## src/rtl/rxcsum_pkg.sv

```systemverilog
// Shared constants, types and arithmetic helpers for the receive checksum block.
// No dependencies; every other file of the block imports this package.
`default_nettype none

package rxcsum_pkg;

   localparam int MAX_PACKET_BYTES = 2048;
   localparam int LANES            = 8;
   localparam int LANE_IDX_W       = $clog2(LANES);
   localparam int DATA_W           = 64;
   localparam int BYTE_W           = 8;
   localparam int COUNT_W          = 4;
   localparam int FIELD_W          = 11;
   localparam int LEN_W            = 12;
   localparam int CSUM_W           = 16;
   localparam int POS_W            = $clog2(MAX_PACKET_BYTES + 1);
   localparam int LANE_POS_W       = POS_W + 1;
   localparam int SLOT_W           = FIELD_W + 1;
   localparam int SUM_W            = CSUM_W + LANE_IDX_W;

   // Byte lane controls that all lanes share for one item.
   typedef struct packed {
      logic [POS_W-1:0]   base_pos;
      logic [FIELD_W-1:0] start;
      logic [COUNT_W-1:0] count;
   } lane_ctrl_type;

   // Ones'-complement add with end-around carry.
   function automatic logic [CSUM_W-1:0] csum_add(input logic [CSUM_W-1:0] a,
                                                  input logic [CSUM_W-1:0] b);
      logic [CSUM_W:0] t;
      t = {1'b0, a} + {1'b0, b};
      return t[CSUM_W-1:0] + {{(CSUM_W-1){1'b0}}, t[CSUM_W]};
   endfunction

endpackage

`default_nettype wire

```

## src/rtl/rxcsum_req_if.sv

```systemverilog
// Input channel of the receive checksum block: valid, ready and one packet word.
// Depends on rxcsum_pkg for the field widths.
`default_nettype none

interface rxcsum_req_if;
   import rxcsum_pkg::*;

   logic               valid;
   logic               ready;
   logic [DATA_W-1:0]  data_word;
   logic [COUNT_W-1:0] byte_count;
   logic               first_word;
   logic               last_word;
   logic               needs_csum;
   logic [FIELD_W-1:0] start_byte;
   logic [FIELD_W-1:0] slot_offset;

   modport source (output valid, data_word, byte_count, first_word, last_word,
                   needs_csum, start_byte, slot_offset, input ready);
   modport sink   (input valid, data_word, byte_count, first_word, last_word,
                   needs_csum, start_byte, slot_offset, output ready);
endinterface

`default_nettype wire

```

## src/rtl/rxcsum_rsp_if.sv

```systemverilog
// Result channel of the receive checksum block: valid, ready and one result.
// Depends on rxcsum_pkg for the field widths.
`default_nettype none

interface rxcsum_rsp_if;
   import rxcsum_pkg::*;

   logic               valid;
   logic               ready;
   logic [CSUM_W-1:0]  checksum;
   logic [FIELD_W-1:0] insert_offset;
   logic               apply_csum;
   logic               header_error;
   logic [LEN_W-1:0]   packet_length;

   modport source (output valid, checksum, insert_offset, apply_csum, header_error,
                   packet_length, input ready);
   modport sink   (input valid, checksum, insert_offset, apply_csum, header_error,
                   packet_length, output ready);
endinterface

`default_nettype wire

```

## src/rtl/rxcsum_lane.sv

```systemverilog
// One byte lane: places its byte in the low or high half of a 16-bit word.
// Depends on rxcsum_pkg for the lane control struct and widths.
`default_nettype none

module rxcsum_lane (
   input  rxcsum_pkg::lane_ctrl_type          ctrl,
   input  logic [rxcsum_pkg::LANE_IDX_W-1:0]  lane_idx,
   input  logic [rxcsum_pkg::BYTE_W-1:0]      byte_in,
   output logic [rxcsum_pkg::CSUM_W-1:0]      value
);
   import rxcsum_pkg::*;

   localparam int CMP_W = (LANE_POS_W > SLOT_W) ? LANE_POS_W : SLOT_W;

   logic [LANE_POS_W-1:0] pos;
   logic                  in_word;
   logic                  in_range;
   logic                  summed;
   logic                  high_half;

   always_comb begin
      pos       = LANE_POS_W'(ctrl.base_pos) + LANE_POS_W'(lane_idx);
      in_word   = COUNT_W'(lane_idx) < ctrl.count;
      in_range  = pos < LANE_POS_W'(MAX_PACKET_BYTES);
      summed    = in_word && in_range && (CMP_W'(pos) >= CMP_W'(ctrl.start));
      // Odd distance from the start puts the byte in the high half.
      high_half = pos[0] ^ ctrl.start[0];
      if (!summed) begin
         value = '0;
      end else if (high_half) begin
         value = {byte_in, {BYTE_W{1'b0}}};
      end else begin
         value = {{BYTE_W{1'b0}}, byte_in};
      end
   end

endmodule

`default_nettype wire

```

## src/rtl/rxcsum_merge.sv

```systemverilog
// Merging stage: adds the lane values of one item and folds them to 16 bits.
// Depends on rxcsum_pkg for the lane count and widths.
`default_nettype none

module rxcsum_merge (
   input  logic [rxcsum_pkg::LANES-1:0][rxcsum_pkg::CSUM_W-1:0] lane_values,
   output logic [rxcsum_pkg::CSUM_W-1:0]                        word_sum
);
   import rxcsum_pkg::*;

   logic [SUM_W-1:0]  total;
   logic [CSUM_W:0]   fold1;

   always_comb begin
      total = '0;
      for (int i = 0; i < LANES; i++) begin
         total = total + SUM_W'(lane_values[i]);
      end
      // Two folds; the second cannot carry out again.
      fold1    = (CSUM_W+1)'(total[CSUM_W-1:0]) + (CSUM_W+1)'(total[SUM_W-1:CSUM_W]);
      word_sum = fold1[CSUM_W-1:0] + CSUM_W'(fold1[CSUM_W]);
   end

endmodule

`default_nettype wire

```

## src/rtl/rx_partial_checksum_completion.sv

```systemverilog
// Receive checksum completion: one 64-bit packet word is taken every cycle, except
// while stage one stalls on a full output register. A last word passes through the
// stage-one register and then the output register, where its result waits until taken.
// Throughput: one item per cycle, set by the byte position update and the lane merge.
// Reset: synchronous, active high; clears position, oversize flag, held header
// fields, the running sum and both pipeline valid flags.
`default_nettype none

module rx_partial_checksum_completion (
   input  logic         clock,
   input  logic         reset,
   rxcsum_req_if.sink   req_ch,
   rxcsum_rsp_if.source rsp_ch
);
   import rxcsum_pkg::*;

   localparam int CMP_W = ((POS_W > SLOT_W) ? POS_W : SLOT_W) + 1;

   // Stage one holds the folded sum of one word and, for a last word, the
   // finished header checks.
   typedef struct packed {
      logic [CSUM_W-1:0]  word_sum;
      logic               fresh;
      logic               last;
      logic               apply;
      logic               err;
      logic [FIELD_W-1:0] slot;
      logic [LEN_W-1:0]   len;
   } stage_type;

   typedef struct packed {
      logic [CSUM_W-1:0]  checksum;
      logic [FIELD_W-1:0] insert_offset;
      logic               apply_csum;
      logic               header_error;
      logic [LEN_W-1:0]   packet_length;
   } result_type;

   // Packet state that the next word depends on.
   logic [POS_W-1:0]   pos_ff, pos_in;
   logic               ovs_ff, ovs_in;
   logic               held_needs_ff, held_needs_in;
   logic [FIELD_W-1:0] held_start_ff, held_start_in;
   logic [FIELD_W-1:0] held_offset_ff, held_offset_in;

   logic               s1_valid_ff, s1_valid_in;
   stage_type          s1_ff, s1_in;
   logic [CSUM_W-1:0]  acc_ff, acc_in;
   logic               out_valid_ff, out_valid_in;
   result_type         out_ff, out_in;

   logic                            accept;
   logic                            out_free;
   logic                            s1_adv;
   logic                            first;
   logic [POS_W-1:0]                base_pos;
   logic                            needs_eff;
   logic [FIELD_W-1:0]              start_eff;
   logic [FIELD_W-1:0]              offset_eff;
   logic [COUNT_W-1:0]              count_eff;
   logic [POS_W:0]                  end_pos;
   logic                            over_word;
   logic [POS_W-1:0]                new_pos;
   logic                            ovs_now;
   logic [SLOT_W-1:0]               slot;
   logic                            slot_bad;
   logic                            err_now;
   lane_ctrl_type                   lane_ctrl;
   logic [LANES-1:0][CSUM_W-1:0]    lane_values;
   logic [CSUM_W-1:0]               word_sum;
   logic [CSUM_W-1:0]               acc_sum;

   // The output register parts the two sides; stage one stalls only when a
   // last word meets a full output register that is not being drained.
   always_comb begin
      out_free      = !out_valid_ff || rsp_ch.ready;
      s1_adv        = s1_valid_ff && (!s1_ff.last || out_free);
      req_ch.ready  = !s1_valid_ff || s1_adv;
      accept        = req_ch.valid && req_ch.ready;
   end

   // Header fields come straight from the item on a first word.
   always_comb begin
      first      = req_ch.first_word;
      base_pos   = first ? '0 : pos_ff;
      needs_eff  = first ? req_ch.needs_csum  : held_needs_ff;
      start_eff  = first ? req_ch.start_byte  : held_start_ff;
      offset_eff = first ? req_ch.slot_offset : held_offset_ff;
      count_eff  = (req_ch.byte_count > COUNT_W'(LANES)) ? COUNT_W'(LANES)
                                                         : req_ch.byte_count;
      end_pos    = (POS_W+1)'(base_pos) + (POS_W+1)'(count_eff);
      // Any byte past the maximum marks the packet oversized and is dropped.
      over_word  = end_pos > (POS_W+1)'(MAX_PACKET_BYTES);
      new_pos    = over_word ? POS_W'(MAX_PACKET_BYTES) : end_pos[POS_W-1:0];
      ovs_now    = (first ? 1'b0 : ovs_ff) || over_word;
      slot       = SLOT_W'(start_eff) + SLOT_W'(offset_eff);
      // The slot needs two bytes below the length; this also covers a
      // length under two without an unsigned wrap.
      slot_bad   = (CMP_W'(slot) + CMP_W'(2)) > CMP_W'(new_pos);
      err_now    = ovs_now || (needs_eff && slot_bad);
   end

   always_comb begin
      lane_ctrl.base_pos = base_pos;
      lane_ctrl.start    = start_eff;
      lane_ctrl.count    = count_eff;
   end

   for (genvar g = 0; g < LANES; g++) begin : g_lane
      rxcsum_lane u_lane (
         .ctrl     (lane_ctrl),
         .lane_idx (LANE_IDX_W'(g)),
         .byte_in  (req_ch.data_word[g*BYTE_W +: BYTE_W]),
         .value    (lane_values[g])
      );
   end

   rxcsum_merge u_merge (
      .lane_values (lane_values),
      .word_sum    (word_sum)
   );

   // Packet state updates at each taken item; a last word clears the
   // position and oversize flag, while the held header stays.
   always_comb begin
      pos_in         = pos_ff;
      ovs_in         = ovs_ff;
      held_needs_in  = held_needs_ff;
      held_start_in  = held_start_ff;
      held_offset_in = held_offset_ff;
      if (accept) begin
         held_needs_in  = needs_eff;
         held_start_in  = start_eff;
         held_offset_in = offset_eff;
         if (req_ch.last_word) begin
            pos_in = '0;
            ovs_in = 1'b0;
         end else begin
            pos_in = new_pos;
            ovs_in = ovs_now;
         end
      end
   end

   // A zero base position means no byte of this packet was taken yet, so the
   // running sum is restarted; any earlier bytes of the packet summed to zero.
   always_comb begin
      s1_in.word_sum = word_sum;
      s1_in.fresh    = (base_pos == '0);
      s1_in.last     = req_ch.last_word;
      s1_in.apply    = needs_eff && !err_now;
      s1_in.err      = err_now;
      s1_in.slot     = slot[FIELD_W-1:0];
      s1_in.len      = LEN_W'(new_pos);
      s1_valid_in    = accept || (s1_valid_ff && !s1_adv);
   end

   // Stage two folds the word into the running sum and forms the result.
   always_comb begin
      acc_sum = csum_add(s1_ff.fresh ? '0 : acc_ff, s1_ff.word_sum);
      acc_in  = s1_adv ? acc_sum : acc_ff;

      out_in.checksum      = s1_ff.apply ? ~acc_sum : '0;
      out_in.insert_offset = s1_ff.apply ? s1_ff.slot : '0;
      out_in.apply_csum    = s1_ff.apply;
      out_in.header_error  = s1_ff.err;
      out_in.packet_length = s1_ff.len;

      if (s1_adv && s1_ff.last) begin
         out_valid_in = 1'b1;
      end else if (rsp_ch.ready) begin
         out_valid_in = 1'b0;
      end else begin
         out_valid_in = out_valid_ff;
      end
   end

   always_ff @(posedge clock) begin
      if (reset) begin
         pos_ff         <= '0;
         ovs_ff         <= 1'b0;
         held_needs_ff  <= 1'b0;
         held_start_ff  <= '0;
         held_offset_ff <= '0;
         acc_ff         <= '0;
         s1_valid_ff    <= 1'b0;
         out_valid_ff   <= 1'b0;
      end else begin
         pos_ff         <= pos_in;
         ovs_ff         <= ovs_in;
         held_needs_ff  <= held_needs_in;
         held_start_ff  <= held_start_in;
         held_offset_ff <= held_offset_in;
         acc_ff         <= acc_in;
         s1_valid_ff    <= s1_valid_in;
         out_valid_ff   <= out_valid_in;
      end
   end

   always_ff @(posedge clock) begin
      if (accept) begin
         s1_ff <= s1_in;
      end
      if (s1_adv && s1_ff.last) begin
         out_ff <= out_in;
      end
   end

   always_comb begin
      rsp_ch.valid         = out_valid_ff;
      rsp_ch.checksum      = out_ff.checksum;
      rsp_ch.insert_offset = out_ff.insert_offset;
      rsp_ch.apply_csum    = out_ff.apply_csum;
      rsp_ch.header_error  = out_ff.header_error;
      rsp_ch.packet_length = out_ff.packet_length;
   end

   // After reset neither pipeline stage holds an item.
   a_reset_empty: assert property (@(posedge clock)
      reset |=> (!s1_valid_ff && !out_valid_ff))
      else $error("pipeline not empty after reset");

   // A stalled stage-one item keeps its contents.
   a_s1_hold: assert property (@(posedge clock) disable iff (reset)
      (s1_valid_ff && !s1_adv) |=> (s1_valid_ff && $stable(s1_ff)))
      else $error("stalled stage-one item changed");

   // The byte position never exceeds the packet limit.
   a_pos_bound: assert property (@(posedge clock) disable iff (reset)
      pos_ff <= POS_W'(MAX_PACKET_BYTES))
      else $error("byte position past limit");

   // A result that is applied never carries an error.
   a_apply_no_err: assert property (@(posedge clock) disable iff (reset)
      (out_valid_ff && out_ff.apply_csum) |-> !out_ff.header_error)
      else $error("applied result flagged as error");

   // A last word in stage one is never dropped while the output is full.
   a_last_kept: assert property (@(posedge clock) disable iff (reset)
      (s1_valid_ff && s1_ff.last && !out_free) |=> s1_valid_ff)
      else $error("last word lost while output full");

endmodule

`default_nettype wire

```

## src/flat_wrapper.sv

```systemverilog
// flat-port wrapper written by rule: the top's interface ports become plain ports
module rx_partial_checksum_completion_flat import rxcsum_pkg::*;
  (clock, reset, req_ch_valid, req_ch_data_word, req_ch_byte_count, req_ch_first_word, req_ch_last_word, req_ch_needs_csum, req_ch_start_byte, req_ch_slot_offset, req_ch_ready, rsp_ch_valid, rsp_ch_checksum, rsp_ch_insert_offset, rsp_ch_apply_csum, rsp_ch_header_error, rsp_ch_packet_length, rsp_ch_ready);
  rxcsum_req_if req_ch_i ();
  rxcsum_rsp_if rsp_ch_i ();
  input  logic clock;
  input  logic reset;
  input wire logic [$bits(req_ch_i.valid)-1:0] req_ch_valid;
  input wire logic [$bits(req_ch_i.data_word)-1:0] req_ch_data_word;
  input wire logic [$bits(req_ch_i.byte_count)-1:0] req_ch_byte_count;
  input wire logic [$bits(req_ch_i.first_word)-1:0] req_ch_first_word;
  input wire logic [$bits(req_ch_i.last_word)-1:0] req_ch_last_word;
  input wire logic [$bits(req_ch_i.needs_csum)-1:0] req_ch_needs_csum;
  input wire logic [$bits(req_ch_i.start_byte)-1:0] req_ch_start_byte;
  input wire logic [$bits(req_ch_i.slot_offset)-1:0] req_ch_slot_offset;
  output wire logic [$bits(req_ch_i.ready)-1:0] req_ch_ready;
  output wire logic [$bits(rsp_ch_i.valid)-1:0] rsp_ch_valid;
  output wire logic [$bits(rsp_ch_i.checksum)-1:0] rsp_ch_checksum;
  output wire logic [$bits(rsp_ch_i.insert_offset)-1:0] rsp_ch_insert_offset;
  output wire logic [$bits(rsp_ch_i.apply_csum)-1:0] rsp_ch_apply_csum;
  output wire logic [$bits(rsp_ch_i.header_error)-1:0] rsp_ch_header_error;
  output wire logic [$bits(rsp_ch_i.packet_length)-1:0] rsp_ch_packet_length;
  input wire logic [$bits(rsp_ch_i.ready)-1:0] rsp_ch_ready;
  assign req_ch_i.valid = req_ch_valid;
  assign req_ch_i.data_word = req_ch_data_word;
  assign req_ch_i.byte_count = req_ch_byte_count;
  assign req_ch_i.first_word = req_ch_first_word;
  assign req_ch_i.last_word = req_ch_last_word;
  assign req_ch_i.needs_csum = req_ch_needs_csum;
  assign req_ch_i.start_byte = req_ch_start_byte;
  assign req_ch_i.slot_offset = req_ch_slot_offset;
  assign req_ch_ready = req_ch_i.ready;
  assign rsp_ch_valid = rsp_ch_i.valid;
  assign rsp_ch_checksum = rsp_ch_i.checksum;
  assign rsp_ch_insert_offset = rsp_ch_i.insert_offset;
  assign rsp_ch_apply_csum = rsp_ch_i.apply_csum;
  assign rsp_ch_header_error = rsp_ch_i.header_error;
  assign rsp_ch_packet_length = rsp_ch_i.packet_length;
  assign rsp_ch_i.ready = rsp_ch_ready;
  rx_partial_checksum_completion u_core (.clock(clock), .reset(reset), .req_ch(req_ch_i), .rsp_ch(rsp_ch_i));
endmodule
```

## config.mk

```make
export PLATFORM = sky130hd
export DESIGN_NAME = rx_partial_checksum_completion_flat
export DESIGN_NICKNAME = d
export VERILOG_FILES = /design/src/rtl/rxcsum_pkg.sv /design/src/rtl/rxcsum_req_if.sv /design/src/rtl/rxcsum_rsp_if.sv /design/src/rtl/rxcsum_lane.sv /design/src/rtl/rxcsum_merge.sv /design/src/rtl/rx_partial_checksum_completion.sv /design/src/flat_wrapper.sv
export SDC_FILE = /design/constraint.sdc
export NUM_CORES = 1
export LEC_CHECK = 0
export BUFFER_PORTS_ARGS = -buffer_cell sky130_fd_sc_hd__buf_2
export CORE_MARGIN = 1.5
export CORE_UTILIZATION = 50
export DETAILED_ROUTE_END_ITERATION = 8
export GPL_ROUTABILITY_DRIVEN = 1
export GPL_TIMING_DRIVEN = 0
export HOLD_SLACK_MARGIN = 0.02
export PLACE_DENSITY = 0.69
export RECOVER_POWER = 50
export SLEW_MARGIN = 0
export SYNTH_ARGS = -nofsm -noshare
export SYNTH_HDL_FRONTEND = slang
export SYNTH_SLANG_ARGS = --single-unit
```

## constraint.sdc

```tcl
create_clock -name clock -period 26.6 [get_ports clock]
set_input_delay 1.33 -clock clock [delete_from_list [all_inputs] [get_ports clock]]
set_output_delay 1.33 -clock clock [all_outputs]
set_load 0.02 [all_outputs]
```

**Word-level counts from Yosys, hierarchy flattened**

Index checks and enable logic that the tools add are counted.

- Output and inout bits: 43
- Bits of input ports: 97
- Bits in registers: 138

- Reduce and logical (&&, ||, !) cells: 35
- Magnitude comparators: 27
- Bitwise gates (word level): 9
- Muxes and demuxes: 28
- $add $sub $neg: 21

Operators with widths:

| cell | count |
|---|---|
| $mux 16 | 17 |
| $ge 13x11->1 | 7 |
| $lt 13x12->1 const B | 7 |
| $add 19x16->19 | 4 |
| $add 12x3->13 const B | 4 |
| $add 12x2->13 const B | 3 |
| $mux 12 | 3 |
| $add 16x16->17 | 2 |
| $add 16x1->16 | 2 |
| $logic_and 1x1->1 | 22 |
| $mux 11 | 2 |
| $add 18x16->19 | 1 |
| $add 17x16->18 | 1 |
| $add 16x3->17 | 1 |
| $lt 3x4->1 const A | 4 |
| $not 16->16 | 1 |
| $add 12x1->13 const B | 1 |
| $add 12x4->13 | 1 |
| $gt 13x12->1 | 1 |
| $gt 13x12->1 const B | 1 |
| $add 11x11->12 | 1 |
| $ge 12x11->1 | 1 |
| $logic_not 12->1 | 1 |
| $lt 12x12->1 const B | 1 |
| 9 further kinds | 31 |

**Depth between registers and ports, before layout**

Gate-level depths: netlist (run 1).

- Word-level depth: 15
- Gate-level depth with buffers: 53
- Gate-level depth less buffers: 46

**Cells and area by module**

Synthesis (run 1) repeated with hierarchy kept, for this count alone.

- Cell total of the unflattened synthesis: 2,158
- Area, all modules: 18,681.7 µm²

By module, submodules not included:

| module | cells an instance | seq. area each (µm²) | instances | area an instance (µm²) |
|---|---|---|---|---|
| rx_partial_checksum_completion | 754 | 3,603.5 | 1 | 7,751.2 |
| rxcsum_lane at u_core.g_lane[1].u_lane ... | 109 | 0.0 | 6 | 804.5 |
| rxcsum_merge | 532 | 0.0 | 1 | 4,366.7 |
| rxcsum_lane at u_core.g_lane[0].u_lane ... | 109 | 0.0 | 2 | 868.3 |

**Worst setup path after synthesis (run 1)**

OpenSTA, ideal clock, no wires.

- Kind: input-to-reg
- From: input req_ch_first_word
- To: register u_core.s1_ff[42] in the netlist's numbering (data pin)
- Path slack: 13.647 ns
- Stages on the path: 49
- Required time: 26.338 ns
- Data arrival time: 12.692 ns
- Path through: buf_2 clkbuf_1 clkbuf_1 buf_1 buf_1 mux2_2 ha_1 clkbuf_1 nand2b_1 a21o_1 a21o_1 a21o_1 a21o_1 a21o_1 a2111oi_0 o31a_1 clkbuf_1 nor2_1 [... 13 more ...] o311a_1 o21a_1 nor2_1 o21bai_1 a21o_1 ha_1 a21o_1 clkbuf_1 and2_1 nand4_1 nor3_1 ha_1 nand3_1 or2_2 a2111oi_0 o211ai_1 a211oi_1 xnor2_1

RTL lines:

| item | line | source |
|---|---|---|
| start, declared | flat_wrapper.sv:11 | `input wire logic [$bits(req_ch_i.first_word)-1:0] req_ch_first_word;` |
| end signal, assigned | rx_partial_checksum_completion.sv:202 | `s1_ff <= s1_in;` |
| end, declared | rx_partial_checksum_completion.sv:47 | `stage_type s1_ff, s1_in;` |

==> impl_metrics.ini, run 1 <==
[synth]
synth-simple-area-share = 0.207
yosysUniqueCellTypes = 91
yosysSeqAreaShare = 0.234
yosysTopAreaCellShare = 0.164
synth_fa_ha_area_frac = 0.248
yosys-top-cells-count = inv_1, nor2_1, ha_1
synth_mux_area_frac = 0.0200
syn_area_mm2 = 0.0154
synth_area_leaders = edfxtp_1, fa_1, ha_1
yosys_warnings = 0
synth_seq_cells = 138
async_reset_ff_frac = 0
synth_nets = 2094
synth_edf_count = 84
yosysMostFrequentCell = inv_1
yosysTopAreaCell = edfxtp_1
synthFlopType = edfxtp_1
syn_area_per_cell_um2 = 8.79
synth_top_family_by_area = adder cells
synthCells = 1753
synth_xor_area_frac = 0.0693
synth_compound_area_frac = 0.157

[floorplan]
die_area_mm2 = 0.0319
coreArea_mm2 = 0.0304
rows = 64
start_util = 0.507
io-pin-count = 140
die_w_um = 179
die_h_um = 179

[setup_path]
critical_path.most_common_cell = clkbuf_1
crit_path_end_kind = flip-flop
crit_path_start_kind = input pin
worstPathMaxFanout = 10
cpPeakStageDelay_ns = 0.88
crit_arrival_ns = 15.93
crit_start = req_ch_first_word
critPathRequiredTime_ns = 26.77
crit_type = input pin to flip-flop
cp_slowest_cell = a221oi_1
r2r-start = u_core.pos_ff[1]$_SDFFE_PP0P_

[hold_path]
min_from = u_core.out_in[12]$_DFFE_PP_
hp-class = flip-flop to flip-flop

[outcome]
status = finished, violations left
violations = capacitance limit, slew limit

[clock_tree]
cts_max_path_buffers = 2
cts.repair.resized = 0
hold_buffers = 0
cts_root_buf = clkbuf_16
cts_setup_buffers = 0
clk_latency_ns = 0.43
cts_tree = built
cts_buffers = 17
cts.htree.levels = 4
clkSinkCount = 138
clk_pin_slew_ns = 0.06

[sta]
setup_slack_ns = 10.84
finalHoldViolCount = 0
period_minus_slack_ns = 15.76
hold_ws_ns = 0.406
slew_headroom = -0.402
fin_tns_setup_ns = 0
rsz0062_at_grt = false
fin_skew_ns = 0.0117
finalSetupViolations = 0
fin_crit_sh = 0.593
max_freq_mhz = 63.4
slew_viol_final = 83
tightest_slew_ns = 2.10

[global_routing]
antenna_found_initial = 0
grt_pass1_wl_um = 70900
groute.usage.overall = 0.288
grt.overflow.total = 0
grt_pass1_vias = 13400
grt_start_max_net_pins = 43

[route]
drtAntennaViolNets = 0
num_vias = 13600
routed_wl_um = 44500
first_pass_iters = 9
vias_per_cell = 5.85
wl_per_cell_um = 19.2
drtIter0Drc = 950
drc = 0

[place]
place_hpwl_um = 36000
place_ws_ns = 10.55
gp_congestion = 0.974
port_buffers = 138

[power_and_ir_drop]
ir_drop_mv = 0.0404
power.density_mw_per_mm2 = 36.6
leakagePower_nw = 7.62
finalPower_uw = 629

[layout]
final_nets = 2253
utilization = 0.564
n_antenna_cell = 0
syn2layout_area_growth_pct = 11.4
drive_gt1_frac = 0.0956

[run]
max-cap-violations = 2
-- worst max-delay path: cells and delay by family --
kind	cells	cell delay (ns)
fa+ha+maj	10	3.80
buf+inv	11	3.77
simple gates	10	2.15
mux	1	0.25
xor+xnor	2	0.34
compound gates	14	4.25
-- logic make-up after synthesis --
family                   after synthesis
AO/OA/AOI/OAI                        344
multiplexers                          29
buffers and inverters                258
flip-flops                           138
AND/OR/NAND/NOR                      615
adder cells (fa/ha/maj)              247
XOR/XNOR                             122
-- flip-flops by register name, indices dropped and copies added, names as in the netlist, 11 cells and up --
signal / count
u_core.s1_ff: 29
u_core.acc_ff: 16
u_core.rsp_ch.checksum: 16
u_core.out_in: 14
u_core.pos_ff: 12
u_core.rsp_ch.packet_length: 12
u_core.held_offset_ff: 11
u_core.held_start_ff: 11
u_core.rsp_ch.insert_offset: 11
-- layout by cell type (no fill, tap or decap), types with 34 or more instances in the layout --
master / count
nor2b_1: 34
ha_1: 145
xnor2_1: 85
dfxtp_1: 54
a21oi_1: 69
nand2_1: 123
buf_2: 99
xor2_1: 37
o21ai_0: 59
clkbuf_1: 113
fa_1: 99
nand3_1: 51
edfxtp_1: 84
inv_1: 178
a211oi_1: 35
nor2_1: 166
a21o_1: 36
nor3_1: 45
-- through the flow --
stage	std cells	instance area, um2
final	2321	17200
after floorplan	1753	15400
after detailed placement	2289	16600
after global placement	2287	16600
after CTS	2321	17200
after global routing	2321	17200
-- power by group --
part / switching (mW) / total (mW) / leakage, nW / internal, mW
registers: 0.00495 / 0.246 / 1.26 / 0.241
clock network: 0.0876 / 0.229 / 0.290 / 0.142
logic: 0.0942 / 0.153 / 6.08 / 0.0589
total: 0.187 / 0.629 / 7.62 / 0.442
-- path summary, 6_finish.rpt --
kind	slack, ns	endpoint	cells after the start
max reg2reg	13.35	u_core.s1_ff[42]$_DFFE_PP_	46
max	10.84	u_core.s1_ff[42]$_DFFE_PP_	48
min reg2reg	0.41	u_core.rsp_ch.header_error$_DFFE_PP_	0
min	0.41	u_core.rsp_ch.header_error$_DFFE_PP_	0
-- per-layer routing --
metal | routed length [um] | vias up | track usage
met2 | 20500 | 536 | 0.473
li1 | - | 6465 | -
met5 | 0 | - | 0
met3 | 3100 | 78 | 0.0422
met4 | 1400 | 0 | 0.106
met1 | 19500 | 6489 | 0.382
-- area by class of cell --
| type | instances | area (um2) |
|---|---|---|
| Clock inverter | 5 | 32.5 |
| Multi-Input combinational cell | 1357 | 10800 |
| Clock buffer | 27 | 551 |
| Timing Repair Buffer | 140 | 646 |
| Fill cell | 2831 | 13300 |
| Buffer | 77 | 315 |
| Sequential cell | 138 | 3600 |
| Inverter | 181 | 679 |
| Tap cell | 396 | 495 |
Note: power is estimated with default switching activity, not from simulation.
==> run 2: changes to the inputs <==
- clock period: 26.6 -> 15.25 ns (I/O delays scaled with it)
==> impl_metrics.ini, run 2 (synthesis gave the netlist of run 1 again) <==
[outcome]
status = finished, violations left
violations = capacitance limit, slew limit

[floorplan]
io-pin-count = 140
start_util = 0.507
die_area_mm2 = 0.0319
die_h_um = 179
coreArea_mm2 = 0.0304
die_w_um = 179
rows = 64

[power_and_ir_drop]
clkPwrFrac = 0.364
combinationalPowerShare = 0.244
swShare = 0.297
ir_drop_mv = 0.0704
leakagePower_nw = 7.63
sequentialPowerShare = 0.391
intPower_uw = 771
power.density_mw_per_mm2 = 63.8
power_switching_uw = 326

[layout]
drive_gt1_frac = 0.0993
multi_input_area_mm2 = 0.0109
largest_reg_flops = 29
finalInstanceArea_mm2 = 0.0172
final_cell_mix = inv_1, nor2_1, ha_1
final_nets = 2252
n_antenna_cell = 0
regMostFlops = u_core.s1_ff
utilization = 0.565
nFillCells = 2830
syn2layout_area_growth_pct = 11.5
final_common_cell = inv_1
seq_area_mm2 = 0.00360

[place]
port_buffers = 138
postPlaceCellArea_mm2 = 0.0166
gp_congestion = 0.974
place_ws_ns = -0.228
place_hpwl_um = 36000

[sta]
slew_viol_final = 83
fin_skew_ns = 0.0127
max_freq_mhz = 71.2
tightest_slew_ns = 2.06
period_minus_slack_ns = 14.05
slew_headroom = -0.371
setup_slack_ns = 1.20
rsz0062_at_grt = false
finalSetupViolations = 0
finalHoldViolCount = 0
fin_crit_sh = 0.922

[global_routing]
groute.usage.overall = 0.288
antenna_found_initial = 0
grt_start_max_net_pins = 43
grt_pass1_vias = 13400
grt_pass1_wl_um = 70900
grt.overflow.total = 0

[setup_path]
r2r_end = u_core.s1_ff[42]$_DFFE_PP_
reg2reg_setup_slack_ns = 2.30
crit_arrival_ns = 14.22
crit_family = compound AO/OA/AOI/OAI gates
r2r_cells = 46
crit_type = input pin to flip-flop
critPathRequiredTime_ns = 15.42
r2r-start = u_core.pos_ff[1]$_SDFFE_PP0P_
crit_path_end_kind = flip-flop
worstPathMaxFanout = 19
crit_path_start_kind = input pin
cpPeakStageDelay_ns = 0.55
critical_path_buf_inv_count = 10
cp_slowest_cell = a2111oi_0

[clock_tree]
cts.htree.levels = 4
cts_root_buf = clkbuf_16
clkSinkCount = 138
cts.repair.resized = 0
clk_pin_slew_ns = 0.06
cts_tree = built
cts_setup_buffers = 0
hold_buffers = 0
cts_buffers = 17
clk_latency_ns = 0.43
cts_max_path_buffers = 2

[hold_path]
hp-class = flip-flop to flip-flop
min_to = u_core.rsp_ch.header_error$_DFFE_PP_
hold_depth = 0
min_from = u_core.out_in[12]$_DFFE_PP_

[route]
routed_wl_um = 44400
drtAntennaViolNets = 0
first_pass_iters = 5
drtIter0Drc = 1001
vias_per_cell = 5.86
wl_per_cell_um = 19.1
drc = 0
num_vias = 13600

[run]
max-cap-violations = 3
## run 2: area by class of cell
| class | instances | area share |
|---|---|---|
| Multi-Input combinational cell | 1357 | 0.632 |
| Sequential cell | 138 | 0.210 |
| Inverter | 181 | 0.0395 |
| Timing Repair Buffer | 140 | 0.0375 |
| Clock buffer | 27 | 0.0320 |
| Tap cell | 396 | 0.0288 |
| Buffer | 76 | 0.0184 |
| Clock inverter | 5 | 0.00189 |
## run 2: worst max-delay path by stage
stage                                  from                          to  slack (ns)  depth (start not counted)
after detailed placement  req_ch_first_word  u_core.s1_ff[42]$_DFFE_PP_       -0.23                         48
final                     req_ch_first_word  u_core.s1_ff[42]$_DFFE_PP_        1.20                         48
after CTS                 req_ch_first_word  u_core.s1_ff[42]$_DFFE_PP_        0.21                         48
after global placement    req_ch_first_word  u_core.s1_ff[42]$_DFFE_PP_       -0.57                         52
after global routing      req_ch_first_word  u_core.s1_ff[42]$_DFFE_PP_        0.28                         48
after floorplan           req_ch_first_word  u_core.s1_ff[42]$_DFFE_PP_        2.86                         49
## run 2: power by group through the flow
stage | Clock [mW] | Sequential, mW | Combinational (mW)
2_1_floorplan | 0 | 0.438 | 0.180
3_3_place_gp | 0 | 0.436 | 0.258
3_5_place_dp | 0 | 0.436 | 0.264
4_1_cts | 0.403 | 0.428 | 0.266
5_1_grt | 0.418 | 0.431 | 0.296
6_report | 0.400 | 0.429 | 0.268
## run 2: layer usage
metal | GRT usage | up-vias | wire (um)
li1 | - | 6476 | -
met2 | 0.473 | 528 | 20400
met3 | 0.0422 | 87 | 3070
met1 | 0.382 | 6496 | 19500
met5 | 0 | - | 0
met4 | 0.106 | 0 | 1430
## run 2: metrics by stage
step,hold slack [ns],power [mW],cells,TNS [ns]
CTS,0.410,1.10,2321,0
floorplan,0.400,0.618,1753,0
global placement,0.404,0.694,2287,-1.76
detailed placement,0.405,0.700,2289,-0.283
finish,0.406,1.10,2320,0
global route,0.415,1.15,2320,0
==> run 3: changes to the inputs <==
- CTS_CLUSTER_SIZE: default -> 25
- clock period: 15.25 -> 14.5 ns (I/O delays scaled with it)
==> impl_metrics.ini, run 3 (synthesis gave the netlist of run 1 again) <==
[clock_tree]
cts_root_buf = clkbuf_16
cts_buffers = 17
clkSinkCount = 138
cts.htree.levels = 4
cts_max_path_buffers = 2
clk_latency_ns = 0.43
clk_pin_slew_ns = 0.06
cts_tree = built
hold_buffers = 0

[sta]
finalSetupViolations = 0
period_minus_slack_ns = 13.62
max_freq_mhz = 73.4
fin_crit_sh = 0.940
setup_slack_ns = 0.875
rsz0062_at_grt = false
hold_ws_ns = 0.406
fin_tns_setup_ns = 0
tightest_slew_ns = 2.05
slew_headroom = -0.365
finalHoldViolCount = 0
fin_skew_ns = 0.0129
slew_viol_final = 83

[route]
routed_wl_um = 44300
first_pass_iters = 5
drtIter0Drc = 1000
drtAntennaViolNets = 0
num_vias = 13600
wl_per_cell_um = 19.1
drc = 0
vias_per_cell = 5.85

[outcome]
status = finished, violations left
violations = capacitance limit, slew limit

[setup_path]
cp_slowest_cell = a221oi_2
worstPathMaxFanout = 19
crit_type = input pin to flip-flop
crit_path_end_kind = flip-flop
critPathRequiredTime_ns = 14.67
crit_arrival_ns = 13.80
crit_path_start_kind = input pin
cpPeakStageDelay_ns = 0.57

[power_and_ir_drop]
ir_drop_mv = 0.0743
power_switching_uw = 343
sequentialPowerShare = 0.391
finalPower_mw = 1.15
leakagePower_nw = 7.63
clkPwrFrac = 0.365
intPower_uw = 811
swShare = 0.297
power.density_mw_per_mm2 = 67.1
combinationalPowerShare = 0.244

[layout]
largest_reg_flops = 29
final_common_cell = inv_1
multi_input_area_mm2 = 0.0109
n_antenna_cell = 0
regMostFlops = u_core.s1_ff
finalInstanceArea_mm2 = 0.0172
final_nets = 2252
final_cell_mix = inv_1, nor2_1, ha_1
seq_area_mm2 = 0.00360
nFillCells = 2833
syn2layout_area_growth_pct = 11.5
drive_gt1_frac = 0.101

[global_routing]
groute.usage.overall = 0.288
antenna_found_initial = 0
grt_pass1_wl_um = 70900
grt.overflow.total = 0
grt_pass1_vias = 13400
grt_start_max_net_pins = 43

[place]
postPlaceCellArea_mm2 = 0.0166
gp_congestion = 0.974
port_buffers = 138
place_hpwl_um = 36000
place_ws_ns = -0.940

[floorplan]
die_w_um = 179
rows = 64
coreArea_mm2 = 0.0304
start_util = 0.507
die_area_mm2 = 0.0319
die_h_um = 179
io-pin-count = 140

[run]
max-cap-violations = 2

[hold_path]
hp-class = flip-flop to flip-flop
## run 3: power by group through the flow
stage / registers (mW) / clock network, mW / logic (mW)
4_1_cts: 0.451 / 0.424 / 0.280
3_5_place_dp: 0.458 / 0 / 0.277
6_report: 0.452 / 0.421 / 0.282
5_1_grt: 0.454 / 0.440 / 0.312
2_1_floorplan: 0.461 / 0 / 0.189
3_3_place_gp: 0.458 / 0 / 0.272
## run 3: routing by layer
| layer | vias up | track usage | part of all wire |
|---|---|---|---|
| met3 | 85 | 0.0413 | 0.074 |
| met4 | 0 | 0.102 | 0.034 |
| met2 | 570 | 0.475 | 0.46 |
| met5 | - | 0 | 0 |
| met1 | 6456 | 0.383 | 0.44 |
| li1 | 6462 | - | - |
## run 3: timing repair
item	CTS	global route
hold endpoints to repair	0	0
buffers inserted	0	0
pin swaps	0	1
endpoints found under the setup margin	6	6
gates cloned	0	0
resized for setup	7	10
## run 3: worst max-delay path, delay by kind of cell
family | cells | cell delay, ns
simple gates | 11 | 2.27
fa+ha+maj | 10 | 3.80
buf+inv | 10 | 2.74
xor+xnor | 2 | 0.34
compound gates | 16 | 3.90
## run 3: layout make-up
| type | count | area share |
|---|---|---|
| multi-input combinational | 1357 | 0.632 |
| sequential | 138 | 0.210 |
| inverter | 181 | 0.0395 |
| timing repair buffer | 140 | 0.0375 |
| clock buffer | 27 | 0.0320 |
| tap | 396 | 0.0288 |
| buffer | 76 | 0.0186 |
| clock inverter | 5 | 0.00189 |
## run 3: worst paths after layout
| kind | startpoint | to | slack, ns | depth (start not counted) |
|---|---|---|---|---|
| worst max register to register | u_core.pos_ff[1]$_SDFFE_PP0P_ | u_core.s1_ff[42]$_DFFE_PP_ | 1.58 | 46 |
| worst min register to register | u_core.out_in[12]$_DFFE_PP_ | u_core.rsp_ch.header_error$_DFFE_PP_ | 0.41 | 0 |
| worst max-delay path | req_ch_first_word | u_core.s1_ff[42]$_DFFE_PP_ | 0.88 | 49 |
| worst min-delay path | u_core.out_in[12]$_DFFE_PP_ | u_core.rsp_ch.header_error$_DFFE_PP_ | 0.41 | 0 |
## run 3: per-stage QoR
step / cells / util
6_report: 2320 / 0.565
5_1_grt: 2320 / 0.565
4_1_cts: 2321 / 0.567
3_5_place_dp: 2289 / 0.547
3_3_place_gp: 2287 / 0.546
2_1_floorplan: 1753 / -
